`config.mk`:
```
export PLATFORM = sky130hd
export DESIGN_NAME = dds_tuning_word_serializer_flat
export DESIGN_NICKNAME = d
export VERILOG_FILES = /design/src/dts_pkg.sv /design/src/dts_channel_if.sv /design/src/dts_front.sv /design/src/dts_queue.sv /design/src/dts_back.sv /design/src/dds_tuning_word_serializer.sv /design/src/flat_wrapper.sv
export SDC_FILE = /design/constraint.sdc
export NUM_CORES = 2
export LEC_CHECK = 0
export ABC_CLOCK_PERIOD_IN_PS = 7100
export BUFFER_PORTS_ARGS = -buffer_cell sky130_fd_sc_hd__buf_4
export CAP_MARGIN = 40
export CORE_MARGIN = 1
export CORE_UTILIZATION = 28
export DETAILED_ROUTE_END_ITERATION = 8
export HOLD_SLACK_MARGIN = 0.02
export SETUP_SLACK_MARGIN = 0.3
export SYNTH_ARGS = -nofsm -noshare
export SYNTH_HDL_FRONTEND = slang
export SYNTH_SLANG_ARGS = --single-unit
export TNS_END_PERCENT = 10
```
`constraint.sdc`:
```
create_clock -name clk -period 7.1 [get_ports clk]
set_input_delay 0.71 -clock clk [delete_from_list [all_inputs] [get_ports clk]]
set_output_delay 0.71 -clock clk [all_outputs]
set_load 0.02 [all_outputs]
```
`src/dts_pkg.sv`:
```
// shared types and constants for the dds tuning word serializer
package dts_pkg;

  localparam int FREQ_W      = 26;
  localparam int FTW_W       = 32;
  localparam int CTRL_W      = 8;
  localparam int TOTAL_BITS  = FTW_W + CTRL_W;
  localparam int BIT_CNT_W   = $clog2(TOTAL_BITS);
  localparam int REM_W       = 20;
  localparam int QUEUE_DEPTH = 2;

  // tuning word = (f * recip) >> RECIP_SHIFT, recip split at RECIP_SPLIT bits
  localparam int RECIP_W     = 25;
  localparam int RECIP_SPLIT = 26;
  localparam int RECIP_SHIFT = 45;
  localparam int PROD_W      = FREQ_W + RECIP_W;

  localparam logic [FREQ_W-1:0]  FREQ_MAX_HZ = 26'd62500000;
  localparam logic [FREQ_W-1:0]  FTW_PER_MHZ = 26'd34359738;
  localparam logic [REM_W-1:0]   HZ_PER_MHZ  = 20'd1000000;
  localparam logic [FTW_W-1:0]   FTW_MAX     = 32'd2147483625;
  localparam logic [RECIP_W-1:0] RECIP_HI    = 25'd18014398;
  localparam logic [RECIP_W-1:0] RECIP_LO    = 25'd21242909;

  typedef enum logic [1:0] {
    FE_IDLE,
    FE_MUL,
    FE_ADD,
    FE_DONE
  } front_state_t;

  // one tuning word moving between front, queue and back
  typedef struct packed {
    logic             valid;
    logic [FTW_W-1:0] word;
  } ftw_xfer_t;

endpackage

```
`src/dts_channel_if.sv`:
```
// channel interfaces for frequency requests and serial bits
interface dts_in_if;
  import dts_pkg::*;

  logic              valid;
  logic              ready;
  logic [FREQ_W-1:0] freq_hz;

  modport source (output valid, output freq_hz, input ready);
  modport sink (input valid, input freq_hz, output ready);
endinterface

interface dts_out_if;
  logic valid;
  logic ready;
  logic data_bit;
  logic last_bit;

  modport source (output valid, output data_bit, output last_bit, input ready);
  modport sink (input valid, input data_bit, input last_bit, output ready);
endinterface

```
`src/dts_front.sv`:
```
// front end: accepts a frequency, saturates it and computes the tuning word
module dts_front (
  input  logic                clk,
  input  logic                rst_n,
  dts_in_if.sink              in_ch,
  output dts_pkg::ftw_xfer_t  ftw_o,
  input  logic                ftw_ready
);
  import dts_pkg::*;

  front_state_t          state_r, state_nxt;
  logic [FREQ_W-1:0]     freq_r, freq_nxt;
  logic [PROD_W-1:0]     lo_r, lo_nxt;
  logic [PROD_W-1:0]     hi_r, hi_nxt;
  logic [FTW_W-1:0]      quot_r, quot_nxt;
  logic [PROD_W-1:0]     acc;

  always_ff @(posedge clk) begin
    if (!rst_n) begin
      state_r <= FE_IDLE;
    end else begin
      state_r <= state_nxt;
    end
  end

  always_ff @(posedge clk) begin
    freq_r <= freq_nxt;
    lo_r   <= lo_nxt;
    hi_r   <= hi_nxt;
    quot_r <= quot_nxt;
  end

  always_comb begin
    state_nxt = state_r;
    freq_nxt  = freq_r;
    lo_nxt    = lo_r;
    hi_nxt    = hi_r;
    quot_nxt  = quot_r;
    // floor(f * recip * 2^-26) rebuilt from the two partial products
    acc       = hi_r + PROD_W'(lo_r[PROD_W-1:RECIP_SPLIT]);
    case (state_r)
      FE_IDLE: begin
        if (in_ch.valid) begin
          freq_nxt  = (in_ch.freq_hz > FREQ_MAX_HZ) ? FREQ_MAX_HZ : in_ch.freq_hz;
          state_nxt = FE_MUL;
        end
      end
      FE_MUL: begin
        lo_nxt    = PROD_W'(freq_r) * PROD_W'(RECIP_LO);
        hi_nxt    = PROD_W'(freq_r) * PROD_W'(RECIP_HI);
        state_nxt = FE_ADD;
      end
      FE_ADD: begin
        quot_nxt  = acc[RECIP_SHIFT-RECIP_SPLIT +: FTW_W];
        state_nxt = FE_DONE;
      end
      FE_DONE: begin
        if (ftw_ready) begin
          state_nxt = FE_IDLE;
        end
      end
      default: begin
        state_nxt = FE_IDLE;
      end
    endcase
  end

  assign in_ch.ready = (state_r == FE_IDLE);
  assign ftw_o.valid = (state_r == FE_DONE);
  assign ftw_o.word  = quot_r;

endmodule

```
`src/dts_queue.sv`:
```
// short tuning word queue between front and back
module dts_queue #(
  parameter int DEPTH = dts_pkg::QUEUE_DEPTH
) (
  input  logic               clk,
  input  logic               rst_n,
  input  dts_pkg::ftw_xfer_t push_i,
  output logic               push_ready,
  output dts_pkg::ftw_xfer_t pop_o,
  input  logic               pop_ready
);
  import dts_pkg::*;

  localparam int IDX_W = (DEPTH > 1) ? $clog2(DEPTH) : 1;
  localparam int CNT_W = $clog2(DEPTH + 1);

  logic [FTW_W-1:0] mem [DEPTH];
  logic [IDX_W-1:0] wr_ptr_r, wr_ptr_nxt;
  logic [IDX_W-1:0] rd_ptr_r, rd_ptr_nxt;
  logic [CNT_W-1:0] cnt_r, cnt_nxt;
  logic             do_push;
  logic             do_pop;

  assign push_ready  = (cnt_r != CNT_W'(DEPTH));
  assign pop_o.valid = (cnt_r != '0);
  assign pop_o.word  = mem[rd_ptr_r];
  assign do_push     = push_i.valid && push_ready;
  assign do_pop      = pop_o.valid && pop_ready;

  always_comb begin
    wr_ptr_nxt = wr_ptr_r;
    rd_ptr_nxt = rd_ptr_r;
    cnt_nxt    = cnt_r;
    if (do_push) begin
      wr_ptr_nxt = (wr_ptr_r == IDX_W'(DEPTH - 1)) ? '0 : wr_ptr_r + 1'b1;
    end
    if (do_pop) begin
      rd_ptr_nxt = (rd_ptr_r == IDX_W'(DEPTH - 1)) ? '0 : rd_ptr_r + 1'b1;
    end
    if (do_push && !do_pop) begin
      cnt_nxt = cnt_r + 1'b1;
    end else if (do_pop && !do_push) begin
      cnt_nxt = cnt_r - 1'b1;
    end
  end

  always_ff @(posedge clk) begin
    if (!rst_n) begin
      wr_ptr_r <= '0;
      rd_ptr_r <= '0;
      cnt_r    <= '0;
    end else begin
      wr_ptr_r <= wr_ptr_nxt;
      rd_ptr_r <= rd_ptr_nxt;
      cnt_r    <= cnt_nxt;
    end
  end

  always_ff @(posedge clk) begin
    if (do_push) begin
      mem[wr_ptr_r] <= push_i.word;
    end
  end

endmodule

```
`src/dts_back.sv`:
```
// back end: shifts tuning word then control byte out lsb first
module dts_back (
  input  logic                clk,
  input  logic                rst_n,
  input  dts_pkg::ftw_xfer_t  word_i,
  output logic                word_ready,
  input  logic                cfg_we,
  input  logic [dts_pkg::CTRL_W-1:0] cfg_data,
  dts_out_if.source           out_ch
);
  import dts_pkg::*;

  logic [CTRL_W-1:0]     ctrl_r, ctrl_nxt;
  logic [TOTAL_BITS-1:0] shift_r, shift_nxt;
  logic [BIT_CNT_W-1:0]  cnt_r, cnt_nxt;
  logic                  active_r, active_nxt;
  logic                  ov_r, ov_nxt;
  logic                  data_r, data_nxt;
  logic                  last_r, last_nxt;
  logic                  can_emit;
  logic                  last_cnt;

  assign can_emit   = !ov_r || out_ch.ready;
  assign last_cnt   = (cnt_r == BIT_CNT_W'(TOTAL_BITS - 1));
  // next word loads in the same cycle the last bit goes out
  assign word_ready = !active_r || (can_emit && last_cnt);

  always_comb begin
    ctrl_nxt   = cfg_we ? cfg_data : ctrl_r;
    shift_nxt  = shift_r;
    cnt_nxt    = cnt_r;
    active_nxt = active_r;
    ov_nxt     = ov_r;
    data_nxt   = data_r;
    last_nxt   = last_r;
    if (active_r && can_emit) begin
      ov_nxt    = 1'b1;
      data_nxt  = shift_r[0];
      last_nxt  = last_cnt;
      shift_nxt = shift_r >> 1;
      cnt_nxt   = cnt_r + 1'b1;
      if (last_cnt) begin
        active_nxt = 1'b0;
      end
    end else if (can_emit) begin
      ov_nxt = 1'b0;
    end
    if (word_i.valid && word_ready) begin
      shift_nxt  = {ctrl_r, word_i.word};
      cnt_nxt    = '0;
      active_nxt = 1'b1;
    end
  end

  always_ff @(posedge clk) begin
    if (!rst_n) begin
      ctrl_r   <= '0;
      cnt_r    <= '0;
      active_r <= 1'b0;
      ov_r     <= 1'b0;
    end else begin
      ctrl_r   <= ctrl_nxt;
      cnt_r    <= cnt_nxt;
      active_r <= active_nxt;
      ov_r     <= ov_nxt;
    end
  end

  always_ff @(posedge clk) begin
    shift_r <= shift_nxt;
    data_r  <= data_nxt;
    last_r  <= last_nxt;
  end

  assign out_ch.valid    = ov_r;
  assign out_ch.data_bit = data_r;
  assign out_ch.last_bit = last_r;

endmodule

```
`src/dds_tuning_word_serializer.sv`:
```
// an accepted request passes the multiply and shift-add states, the queue and the shift register before its first bit
// the tuning word takes a state of two split multiplies followed by a shift-add state
// the serializer sends 40 bits at one per cycle while the receiver is ready
// a queue between multiplier and serializer lets the next word be computed meanwhile
// synchronous active-low reset clears control state and the control byte to zero
module dds_tuning_word_serializer #(
  parameter int QUEUE_DEPTH = dts_pkg::QUEUE_DEPTH
) (
  input  logic                       clk,
  input  logic                       rst_n,
  dts_in_if.sink                     in_ch,
  dts_out_if.source                  out_ch,
  input  logic                       cfg_we,
  input  logic [dts_pkg::CTRL_W-1:0] cfg_data
);
  import dts_pkg::*;

  ftw_xfer_t front_xfer;
  ftw_xfer_t back_xfer;
  logic      front_ready;
  logic      back_ready;

  dts_front u_front (
    .clk       (clk),
    .rst_n     (rst_n),
    .in_ch     (in_ch),
    .ftw_o     (front_xfer),
    .ftw_ready (front_ready)
  );

  dts_queue #(
    .DEPTH (QUEUE_DEPTH)
  ) u_queue (
    .clk        (clk),
    .rst_n      (rst_n),
    .push_i     (front_xfer),
    .push_ready (front_ready),
    .pop_o      (back_xfer),
    .pop_ready  (back_ready)
  );

  dts_back u_back (
    .clk        (clk),
    .rst_n      (rst_n),
    .word_i     (back_xfer),
    .word_ready (back_ready),
    .cfg_we     (cfg_we),
    .cfg_data   (cfg_data),
    .out_ch     (out_ch)
  );

  // saturated frequency can never give a word above the nyquist tuning word
  a_ftw_range: assert property (@(posedge clk) disable iff (!rst_n)
    front_xfer.valid |-> (front_xfer.word <= FTW_MAX))
    else $error("tuning word out of range");

  // front takes one request at a time
  a_front_busy: assert property (@(posedge clk) disable iff (!rst_n)
    (in_ch.valid && in_ch.ready) |=> !in_ch.ready)
    else $error("front accepted while busy");

  a_front_hold: assert property (@(posedge clk) disable iff (!rst_n)
    front_xfer.valid |-> !in_ch.ready)
    else $error("front ready with a word pending");

  a_word_hold: assert property (@(posedge clk) disable iff (!rst_n)
    (front_xfer.valid && !front_ready) |=> (front_xfer.valid && $stable(front_xfer.word)))
    else $error("pending tuning word changed");

endmodule

```
`src/flat_wrapper.sv`:
```
// flat-port wrapper written by rule: the top's interface ports become plain ports
module dds_tuning_word_serializer_flat import dts_pkg::*;
#(
  parameter int QUEUE_DEPTH = dts_pkg::QUEUE_DEPTH
)
  (clk, rst_n, cfg_we, cfg_data, in_ch_valid, in_ch_freq_hz, in_ch_ready, out_ch_valid, out_ch_data_bit, out_ch_last_bit, out_ch_ready);
  dts_in_if in_ch_i ();
  dts_out_if out_ch_i ();
  input  logic clk;
  input  logic rst_n;
  input  logic cfg_we;
  input  logic [dts_pkg::CTRL_W-1:0] cfg_data;
  input wire logic [$bits(in_ch_i.valid)-1:0] in_ch_valid;
  input wire logic [$bits(in_ch_i.freq_hz)-1:0] in_ch_freq_hz;
  output wire logic [$bits(in_ch_i.ready)-1:0] in_ch_ready;
  output wire logic [$bits(out_ch_i.valid)-1:0] out_ch_valid;
  output wire logic [$bits(out_ch_i.data_bit)-1:0] out_ch_data_bit;
  output wire logic [$bits(out_ch_i.last_bit)-1:0] out_ch_last_bit;
  input wire logic [$bits(out_ch_i.ready)-1:0] out_ch_ready;
  assign in_ch_i.valid = in_ch_valid;
  assign in_ch_i.freq_hz = in_ch_freq_hz;
  assign in_ch_ready = in_ch_i.ready;
  assign out_ch_valid = out_ch_i.valid;
  assign out_ch_data_bit = out_ch_i.data_bit;
  assign out_ch_last_bit = out_ch_i.last_bit;
  assign out_ch_i.ready = out_ch_ready;
  dds_tuning_word_serializer #(.QUEUE_DEPTH(QUEUE_DEPTH)) u_core (.clk(clk), .rst_n(rst_n), .in_ch(in_ch_i), .out_ch(out_ch_i), .cfg_we(cfg_we), .cfg_data(cfg_data));
endmodule
```
-- Word level (Yosys, flattened, before mapping)
Memory sizes are Yosys's and may differ from the RTL's. A register that Yosys moved wholly into a read port is not among the register bits.
Index checks and enable logic that the tools add are counted.
Widths: inputs -> output; s select.
- flip-flop bits (word level): 223
- input bits: 39
- memory bits (writable): 64
- output and inout port bits: 4
- logic and storage cells: 73
- memories: 1
- memories (name ; depth ; bits a word ; read ports ; clocked after memory_dff ; write ports ; line ; RTL):
    u_core.u_queue.mem ; 2 ; 32 ; 1 ; 1 ; 1 ; dts_queue.sv:17 ; logic [FTW_W-1:0] mem [DEPTH];
- equal/unequal tests: 7
- bitwise gates (word level): 1
- reduce and logical (&&, ||, !) cells: 22
- order comparisons: 1
- multipliers: 2
- add/sub/neg operators: 6
- mux-type cells: 18
- operator list (kind ; count):
    $mux 40 ; 2
    $add 51x25->51 ; 1
    $mul 26x25->51 const B ; 1
    $mul 26x24->50 const B ; 1
    $gt 26x26->1 const B ; 1
    $mux 1 ; 11
    $reduce_bool 2->1 ; 5
    $mux 2 ; 4
    $pmux 2 s4 ; 1
    $add 6x1->6 const B ; 1
    $eq 6x6->1 const B ; 1
    $logic_and 1x1->1 ; 6
    $reduce_and 2->1 ; 3
    $eq 2x2->1 const B ; 2
    $logic_not 1->1 ; 4
    $ne 2x2->1 const B ; 2
    $add 1x1->1 const B ; 2
    $add 2x1->2 const B ; 1
    $eq 2x1->1 const B ; 1
    $logic_not 2->1 ; 1
    $logic_or 1x1->1 ; 2
    $ne 2x1->1 const B ; 1
    $reduce_or 2->1 ; 1
    $sub 2x1->2 const B ; 1
    $not 1->1 ; 1

-- Longest topological paths before layout
- word-level depth: 8
- depth in mapped cells: 23
- depth with buffers taken out: 22

-- Modules after synthesis
From an unflattened synthesis, not the netlist that was laid out.
- cell total of the unflattened synthesis: 2583
- area total of the unflattened synthesis: 29379.4 sq um
- modules (own cells, without submodules) (module ; sequential area each (sq um) ; times used ; cells each ; area each (sq um)):
    dts_front ; 4003.8 ; 1 ; 2296 ; 24349.6
    dts_queue ; 2021.9 ; 1 ; 124 ; 2551.2
    dts_back ; 1581.5 ; 1 ; 163 ; 2478.6

-- Least setup slack after synthesis
OpenSTA, ideal clock, no wires.
- path type: register to register
- start: register u_core.u_front.freq_r[23]
- end: register u_core.u_front.hi_r[47] (data pin)
- setup slack: 468 ps
- required time: 6829 ps
- path buffers: 1
- clock period less this slack: 6632 ps
- data arrival time: 6360 ps
- stages on the path, launching flop included: 24
- setup time: 271 ps
- cell sequence: edfxtp_1 inv_1 fa_1 fa_1 inv_1 ha_1 inv_1 fa_1 inv_1 fa_1 fa_1 inv_1 fa_1 inv_1 ha_1 buf_6 a21o_1 a221o_1 a221o_1 a21oi_2 o21ai_2 a31o_4 a21boi_2 o311ai_1
- cells in the longest elaborated chain, start to end: 1
- RTL lines (element ; line ; RTL):
    start, declared ; dts_front.sv:12 ; logic [FREQ_W-1:0] freq_r, freq_nxt;
    start signal, assigned ; dts_front.sv:27 ; freq_r <= freq_nxt;
    $mul 26x24->50 ; dts_front.sv:50 ; hi_nxt = PROD_W'(freq_r) * PROD_W'(RECIP_HI);
    end signal, assigned ; dts_front.sv:29 ; hi_r <= hi_nxt;
    end, declared ; dts_front.sv:14 ; logic [PROD_W-1:0] hi_r, hi_nxt;
Every way passes these cells.
A chain may end at the register's enable or synchronous reset.

-- Worst setup path after layout
- start: register u_core.u_front.freq_r[16]
- end: register u_core.u_front.hi_r[36] (data pin)
The elaborated chain is that of the path after synthesis.

==> metrics.txt <==
status complete, no violations; delay-heaviest family, CP adder cells; Post-Route WL 70200 um; maxcap violations 0; initial antenna violation count 1; ANT cells 0; Ports 43; CP peak stage delay 620 ps; Vias/cell 4.459; Worst Setup EP u_core.u_front.hi_r[36]; synthesized cell area 29290 um^2; crit end category flop; Final min period 6582 ps; Initial Util 28.26%; Yosys reg bits 261; Worst Hold Class in -> reg; unrepaired setup endpoints after global routing yes; Worst EP arrival 6900 ps; Die W 325.4 um; ys async rst share 0%; Slowest-stage cell, CP fa_2; vias in the first global route 19657; CP Launch Type flop; normalized max-slew margin 51.54%; routed via count 18611; clk buf depth 3; Worst Reg-to-Reg Cells 21; CTS root buffer clkbuf_16; library cells used by synthesis 81; Inserted Clock Buffers 29; first-pass GRT wire length 112100 um; RR Startpoint u_core.u_front.freq_r[16]; Reg area 7609 um^2; Worst R2R End u_core.u_front.hi_r[36]; CTS Sinks 261; DP Wirelength 59470 um; Most used DFF post-synth edfxtp_1; synthesized instance count 2657; number of nets in the layout 3711; layout cells sized above 1 8.125%; CP Data Required Time 7420 ps; Worst Path Max Fanout 11; DRC viols 0; Die Span Y 325.4 um; Crit. path cell count 21; Hold Buf Count CTS 0; Synth Area per Inst 11.02 um^2; crit-path cells buf_8 -> fa_2 -> fa_1 -> ha_1 -> inv_1 -> fa_1 -> inv_1 -> ha_1 -> fa_1 -> inv_1 -> fa_1 -> inv_1 -> ha_2 -> a21oi_1 -> and2_2 -> a22o_2 -> a21oi_1 -> a22oi_1 -> o21a_1 -> o21bai_1 -> xor2_1; max-slew violation count 0; Mapped Nets 3596; FP Rows 118; drt pass-1 iters 5; area of the multi-input gates 19230 um^2; crit path kind reg -> reg; clk_skew 40.60 ps; 1st-iter DRT viols 945; setup TNS 0 ps; hold path depth 1; flop2flop setup slack 520 ps; gr usage total 13.56%; Final ANT Viol Nets 0; worst setup path start u_core.u_front.freq_r[16]; Port-buffer cells 42; GPL Wtd Cong 0.9548; clock latency on the worst-skew pair 610 ps; Clock Pin Slew Worst Setup and Hold Paths 60 ps; GRT overflow 0; Core Footprint 103600 um^2; largest net degree at the start of global routing 67; Die ar. 105900 um^2; Buf/Inv on CP 5; WL/cell 16.82 um; final worst-path cycle share 92.70%; H-Tree Depth 1; Fmax achieved 0.1519 GHz; number of flops mapped to enable cells by yosys 238; Tightest Pin Transition 726.9 ps; final hold vios 0; Area Growth Syn to Fin 12.21%; post-synthesis sequential area ratio 25.98%; yosys warns 0; final setup violation count 0; Layout fillers 10580; CTS tree built
sequential cells by signal (all words and copies together) (netlist names), named ones only:
| register | count |
|---|---|
| u_core.u_queue.mem | 64 |
| u_core.u_front.state_r | 2 |
| u_core.u_queue.wr_ptr_r | 1 |
| u_core.u_back.cnt_r | 6 |
| u_core.u_front.hi_r | 49 |
| u_core.u_back.out_ch.last_bit | 1 |
| u_core.u_back.shift_r | 40 |
| u_core.u_back.active_r | 1 |
| u_core.u_queue.cnt_r | 2 |
| u_core.u_back.out_ch.data_bit | 1 |
| u_core.u_front.freq_r | 26 |
| u_core.u_back.ctrl_r | 8 |
| u_core.u_queue.rd_ptr_r | 1 |
| u_core.u_front.quot_r | 32 |
| u_core.u_back.out_ch.valid | 1 |
| u_core.u_front.lo_r | 25 |
cell type report:
type	instances	share of cell area [%]
timing repair buffer	124	2.997
multi-input combinational	1721	58.52
sequential	261	23.15
clock inverter	18	0.4950
clock buffer	35	2.277
tap	1380	5.255
inverter	635	7.303
Yosys cell counts, drive strengths merged (40+ instances only):
cell | count | area [um^2]
xor2 | 44 | 385.4
xnor2 | 59 | 516.8
edfxtp | 238 | 7147
a21o | 51 | 382.9
inv | 635 | 2384
mux2i | 45 | 450.4
fa | 330 | 6606
a21oi | 128 | 663.1
nand2 | 55 | 206.5
o21ai | 40 | 203.9
ha | 570 | 7132
nor2 | 90 | 337.8
through the flow:
stage	utilization (%)	setup WS (ps)	cells	hold slack (ps)	area [um^2]
detailed placement	30.59	159.3	4103	430.4	31700
global route	31.70	279.7	4174	254.6	32860
global placement	30.52	198.4	4099	421.8	31630
CTS	31.49	310.3	4156	246.6	32640
finish	31.70	518.2	4174	286.1	32860
floorplan	-	468.4	2657	400.3	29290
kinds of logic after synthesis:
kind of cell | Yosys count | share of synthesized area (%)
fa+ha+maj | 900 | 46.91
buf+inv | 675 | 8.737
simple gates | 343 | 6.033
compound gates | 323 | 7.456
flops | 261 | 25.98
xor+xnor | 103 | 3.080
mux | 52 | 1.807
worst reg2reg max path: stages (launching register included):
cell and delay, ps:
edfxtp_1 450, buf_8 210, fa_2 620, fa_1 440, ha_1 290, inv_1 50
fa_1 490, inv_1 40, ha_1 300, fa_1 530, inv_1 50, fa_1 550
inv_1 50, ha_2 410, a21oi_1 110, and2_2 250, a22o_2 320, a21oi_1 430
a22oi_1 210, o21a_1 250, o21bai_1 160, xor2_1 80
what timing repair did:
| action | 4_1_cts | 5_1_grt |
|---|---|---|
| setup endpoints to repair | 5 | 17 |
| gates resized for setup | 4 | 28 |
| pin swaps | 1 | 5 |
| setup buffers | 0 | 18 |
routing by layer:
layer | vias to the layer above | wire [um] | track usage [%]
met3 | 83 | 2994 | 1.610
met4 | 0 | 2050 | 3.572
met1 | 9160 | 33250 | 18.78
li1 | 9045 | - | -
met5 | - | 0 | 0
met2 | 323 | 31910 | 22.31
layout by cell type (no fill, tap or decap), drive strengths merged, types with 11 or more instances in the layout:
master | Yosys | routed
a211oi | 13 | 13
a21o | 51 | 51
a21oi | 128 | 128
a31oi | 12 | 12
and2 | 30 | 30
and3 | 15 | 15
buf | 11 | 124
clkbuf | 29 | 35
clkinv | 0 | 13
dfxtp | 23 | 23
edfxtp | 238 | 238
fa | 330 | 330
ha | 570 | 570
inv | 635 | 634
mux2i | 45 | 45
nand2 | 55 | 55
nand2b | 25 | 25
nand3 | 30 | 30
nand4 | 29 | 29
nor2 | 90 | 90
nor2b | 18 | 18
nor3 | 19 | 19
o21a | 14 | 14
o21ai | 40 | 40
o21bai | 11 | 11
xnor2 | 59 | 59
xor2 | 44 | 44
worst min path at each step:
| stage | from | end | slack [ps] |
|---|---|---|---|
| floorplan | u_core.u_back.shift_r[0] | u_core.u_back.out_ch.data_bit | 400 |
| global placement | u_core.u_front.quot_r[28] | u_core.u_queue.mem[0][28] | 420 |
| detailed placement | u_core.u_front.quot_r[24] | u_core.u_queue.mem[1][24] | 430 |
| CTS | in_ch_freq_hz[23] | u_core.u_front.freq_r[23] | 250 |
| global route | in_ch_freq_hz[23] | u_core.u_front.freq_r[23] | 250 |
| finish | in_ch_freq_hz[23] | u_core.u_front.freq_r[23] | 290 |
Power is left out: the tool's default activity adds up to more than one toggle a clock period on the data nets, which glitch-free logic cannot reach.
